**config.mk**
```make
export PLATFORM = sky130hd
export DESIGN_NAME = srpr_hdr_eval
export DESIGN_NICKNAME = d
export VERILOG_FILES = /design/src/hw/rtl/srpr_pkg.sv /design/src/hw/rtl/srpr_hdr_eval.sv
export SDC_FILE = /design/constraint.sdc
export NUM_CORES = 1
export LEC_CHECK = 0
export BUFFER_PORTS_ARGS = -buffer_cell sky130_fd_sc_hd__buf_2
export CORE_MARGIN = 2
export CORE_UTILIZATION = 45
export DETAILED_ROUTE_END_ITERATION = 8
export PLACE_DENSITY = 0.81
export SLEW_MARGIN = 20
export SYNTH_ARGS = -nofsm -noshare
export SYNTH_HDL_FRONTEND = slang
export SYNTH_SLANG_ARGS = --single-unit
```
**constraint.sdc**
```tcl
create_clock -name vclk -period 6.2
set_input_delay 1.24 -clock vclk [all_inputs]
set_output_delay 1.24 -clock vclk [all_outputs]
set_load 0.05 [all_outputs]
```
**src/hw/rtl/srpr_pkg.sv**
```systemverilog
// ----------------------------------------------------------------------------
// srpr_pkg
// Types, codes and constants of the shared ring packet receiver.
// ----------------------------------------------------------------------------
package srpr_pkg;

  localparam int unsigned RING_WORDS_DEF = 1024;
  localparam int unsigned PORT_IDX_W     = 10;
  localparam int unsigned WORD_W         = 32;
  localparam int unsigned LEN_W          = 24;
  localparam int unsigned TAG_W          = 6;
  localparam int unsigned TAG_LSB        = 24;
  localparam int unsigned CFG_IDX_W      = 1;
  localparam int unsigned CFG_DATA_W     = 24;

  localparam logic [LEN_W-1:0] MAX_BYTES_RST = 24'd1024;

  localparam logic [1:0] KIND_WRITE  = 2'd0;
  localparam logic [1:0] KIND_DRAIN  = 2'd1;
  localparam logic [1:0] KIND_RESYNC = 2'd2;

  localparam logic [2:0] ST_DATA     = 3'd0;
  localparam logic [2:0] ST_EMPTY    = 3'd1;
  localparam logic [2:0] ST_STALE    = 3'd2;
  localparam logic [2:0] ST_OVERSIZE = 3'd3;
  localparam logic [2:0] ST_OVERRUN  = 3'd4;
  localparam logic [2:0] ST_RESYNC   = 3'd5;

  localparam logic [CFG_IDX_W-1:0] CFG_SESSION_TAG = 1'b0;
  localparam logic [CFG_IDX_W-1:0] CFG_MAX_BYTES   = 1'b1;

  typedef struct packed {
    logic [1:0]            kind;
    logic [PORT_IDX_W-1:0] word_index;
    logic [WORD_W-1:0]     word_value;
    logic [PORT_IDX_W-1:0] remote_wr_idx;
  } in_item_t;

  typedef struct packed {
    logic [2:0]            status;
    logic [WORD_W-1:0]     data_word;
    logic [2:0]            bytes_valid;
    logic                  last;
    logic [PORT_IDX_W-1:0] rd_idx;
  } out_item_t;

  typedef struct packed {
    logic       emit;
    logic       enter;
    logic       last;
    logic [2:0] status;
  } hdr_ctl_t;

endpackage

```
**src/hw/rtl/srpr_hdr_eval.sv**
```systemverilog
// ----------------------------------------------------------------------------
// srpr_hdr_eval
// Header word check: fit, session tag, size limit and new read index.
// ----------------------------------------------------------------------------
module srpr_hdr_eval
  import srpr_pkg::*;
#(
  parameter int unsigned AW = $clog2(RING_WORDS_DEF)
) (
  input  logic [WORD_W-1:0] hdr_i,
  input  logic [AW-1:0]     rp_next_i,
  input  logic [AW-1:0]     wi_i,
  input  logic [TAG_W-1:0]  session_tag_i,
  input  logic [LEN_W-1:0]  max_bytes_i,
  output hdr_ctl_t          ctl_o,
  output logic [AW-1:0]     rp_o,
  output logic [LEN_W-1:0]  size_o
);

  logic [LEN_W-1:0] size;
  logic [TAG_W-1:0] tag;
  logic [LEN_W:0]   size_rnd;
  logic [LEN_W-2:0] words;
  logic [AW-1:0]    waiting;
  logic [AW-1:0]    skip_rp;
  logic             overrun;

  assign size     = hdr_i[LEN_W-1:0];
  assign tag      = hdr_i[TAG_LSB +: TAG_W];
  assign size_rnd = {1'b0, size} + (LEN_W+1)'(3);
  assign words    = size_rnd[LEN_W:2];
  assign waiting  = wi_i - rp_next_i;
  assign skip_rp  = rp_next_i + words[AW-1:0];
  assign overrun  = 32'(words) > 32'(waiting);
  assign size_o   = size;

  always_comb begin
    ctl_o.emit   = 1'b1;
    ctl_o.enter  = 1'b0;
    ctl_o.last   = 1'b0;
    ctl_o.status = ST_DATA;
    rp_o         = rp_next_i;
    if (overrun) begin
      ctl_o.status = ST_OVERRUN;
      rp_o         = wi_i;
    end else if (tag != session_tag_i) begin
      ctl_o.status = ST_STALE;
      rp_o         = skip_rp;
    end else if (size > max_bytes_i) begin
      ctl_o.status = ST_OVERSIZE;
      rp_o         = skip_rp;
    end else if (size == '0) begin
      ctl_o.last = 1'b1;
    end else begin
      ctl_o.emit  = 1'b0;
      ctl_o.enter = 1'b1;
    end
  end

endmodule

```
==> summary.md <==
| Metric | Value |
|---|---|
| Outcome | finished, violations left |
| Failing checks | negative setup slack |
| Final hold slack | 2.80 ns |
| Drt total wl | 7370 microns |
| Core area | 5470 sq um |
| Syn nets | 492 |
| Vias in the first global route | 2684 |
| Layout cell share with drive strength beyond 1 | 38.1% |
| Pwr/cell area | 92.3 nW/um^2 |
| Placer Congestion | 0.821 |
| Die Ht | 79.1 microns |
| First-pass GRT wire length | 11300 microns |
| Pre-CTS WS | -0.482 ns |
| Final Net Count | 610 |
| Max Slew Vio Count | 0 |
| Routed via count | 2891 |
| Placed Area | 3150 sq um |
| VDD IR max | 0.0000468 V |
| Leakage | 1.81 nW |
| Commonest non-fill, non-tap cell in the layout | buf_2 |
| Post-route cell area | 3480 sq um |
| Crit path DAT | 5.06 ns |
| Largest net degree at the start of global routing | 14 |
| Sequential Area | 0 sq um |
| IO Count | 122 |
| # diodes | 0 |
| Final HPWL DP | 5600 microns |
| Drt pass-1 iters | 4 |
| Final Util | 63.7% |
| Critical Path End Type | primary output |
| Die Area | 6250 sq um |
| Initial antenna violation count | 0 |
| GR Overflow Total | 0 |
| Period minus WS final | 6.30 ns |
| Number of port buffers | 120 |
| Hold crit path type | input port to primary output |
| Worst-Margin Slew | 0.483 ns |
| Via/cell ratio | 5.31 |
| CP Max Fanout | 5 |
| Setup TNS | -0.673 ns |
| Row Count | 27 |
| Max Fclk | 159 MHz |
| Synth cell types | 49 |
| Max cap viols | 0 |
| Clkbuf count | 0 |
| Antenna-violating nets left | 0 |
| Initial Utilization | 46.3% |
| Most frequent cells in the layout | buf_2, ha_1, inv_1 |
| Synth warnings | 0 |
| Worst setup SP type | input port |
| Final Hold Fails | 0 |
| Area Overhead vs Synth | 37.5% |
| Mapped Avg Cell Area | 7.12 sq um |
| Slew headroom | 67.5% |
| Final worst-path cycle share | 102% |
| Setup Viol. Count Final | 12 |
| Unrepaired setup endpoints after global routing | yes |
| Seq/Total Area, Yosys | 0% |
| Worst Path Required | 4.96 ns |
| Syn Std Cell Area | 2530 sq um |
| Die X | 79.1 microns |
| CP Class | input port to primary output |
| # DRC | 0 |
| Worst hold stages | 2 |
| Fill cells | 470 |
| DR iter-0 viols | 90 |
| Final WS setup | -0.104 ns |
| Syn Inst Count | 356 |
| WL/cell | 13.5 microns |
| Sequential cell count | 0 |
| GRT Overall Usage | 21.7% |
final cells by class:
type	instances	area [sq um]	share of cell area, %
Multi-Input combinational cell	281	2280	65.6
Timing Repair Buffer	144	928	26.6
Inverter	47	181	5.21
Tap cell	72	90.1	2.59
report_power, final:
| part | internal [W] | switching (W) |
|---|---|---|
| sequential | 0 | 0 |
| combinational | 0.000137 | 0.000184 |
| clock | 0 | 0 |
synth_stat cells (all sizes together), types with 3 or more instances:
master / number / area [sq um]
mux2i: 9 / 90.1
nor4: 7 / 43.8
or3: 3 / 23.8
xnor2: 19 / 166
nor3: 8 / 56.3
nor2: 24 / 90.1
nand2: 17 / 66.3
o31ai: 3 / 22.5
inv: 47 / 176
nor2b: 6 / 37.5
buf: 27 / 200
a31oi: 3 / 18.8
a21o: 6 / 45.0
a21oi: 31 / 155
nand4: 13 / 81.3
a211oi: 4 / 30.0
and4: 3 / 26.3
nand3: 16 / 85.1
ha: 52 / 651
xor2: 14 / 123
o21ai: 16 / 80.1
metal layers:
layer  GRT usage, %  up-vias  part of all wire (%)
met5              0        -                     0
met4           2.76        0                   1.1
met3           1.02        8                   4.8
met2           43.5      105                    51
met1           25.8     1293                    43
li1               -     1485                     -
timing repair:
| item | in CTS | in global routing |
|---|---|---|
| setup endpoints to repair | 16 | 16 |
| cloned | 3 | 0 |
| hold buffers | 0 | 0 |
| buffers inserted | 7 | 4 |
| pin swaps | 14 | 12 |
| resized for setup | 55 | 18 |
worst max-delay path, cell delays in order:
cell	delay (ns)
buf_6	0.10
inv_4	0.04
ha_4	0.13
inv_2	0.04
fa_2	0.34
a21o_1	0.17
a21oi_2	0.16
o21ai_1	0.07
and2_4	0.14
o21ai_4	0.12
nand2b_1	0.11
a21oi_2	0.18
xor2_1	0.16
ha_1	0.26
a21o_1	0.21
a211oi_2	0.25
nand2b_1	0.09
o21ai_2	0.14
nand4_1	0.09
and4b_2	0.39
buf_12	0.16
mux2_4	0.30
buf_6	0.15
through the flow:
| step | cells | power, W |
|---|---|---|
| after CTS | 542 | 0.000303 |
| final | 544 | 0.000322 |
| after floorplan | 356 | 0.000209 |
| after global routing | 544 | 0.000354 |
| after global placement | 532 | 0.000277 |
| after detailed placement | 532 | 0.000286 |
worst paths after layout:
check                  from         end  slack (ns)
setup / recovery    wi_i[0]     rp_o[5]       -0.10
hold / removal    hdr_i[22]  size_o[22]        2.80
cell families after synthesis:
logic type                 Yosys count  share of synthesized area [%]
and+or+nand+nor                    105                           22.3
xor gates and xnor gates            33                           11.4
buffers and inverters               75                           15.1
adders and majority gates           54                           27.2
AOI/OAI and AO/OA                   78                           19.6
muxes                               11                           4.44
Note: power is estimated with default switching activity, not from simulation.
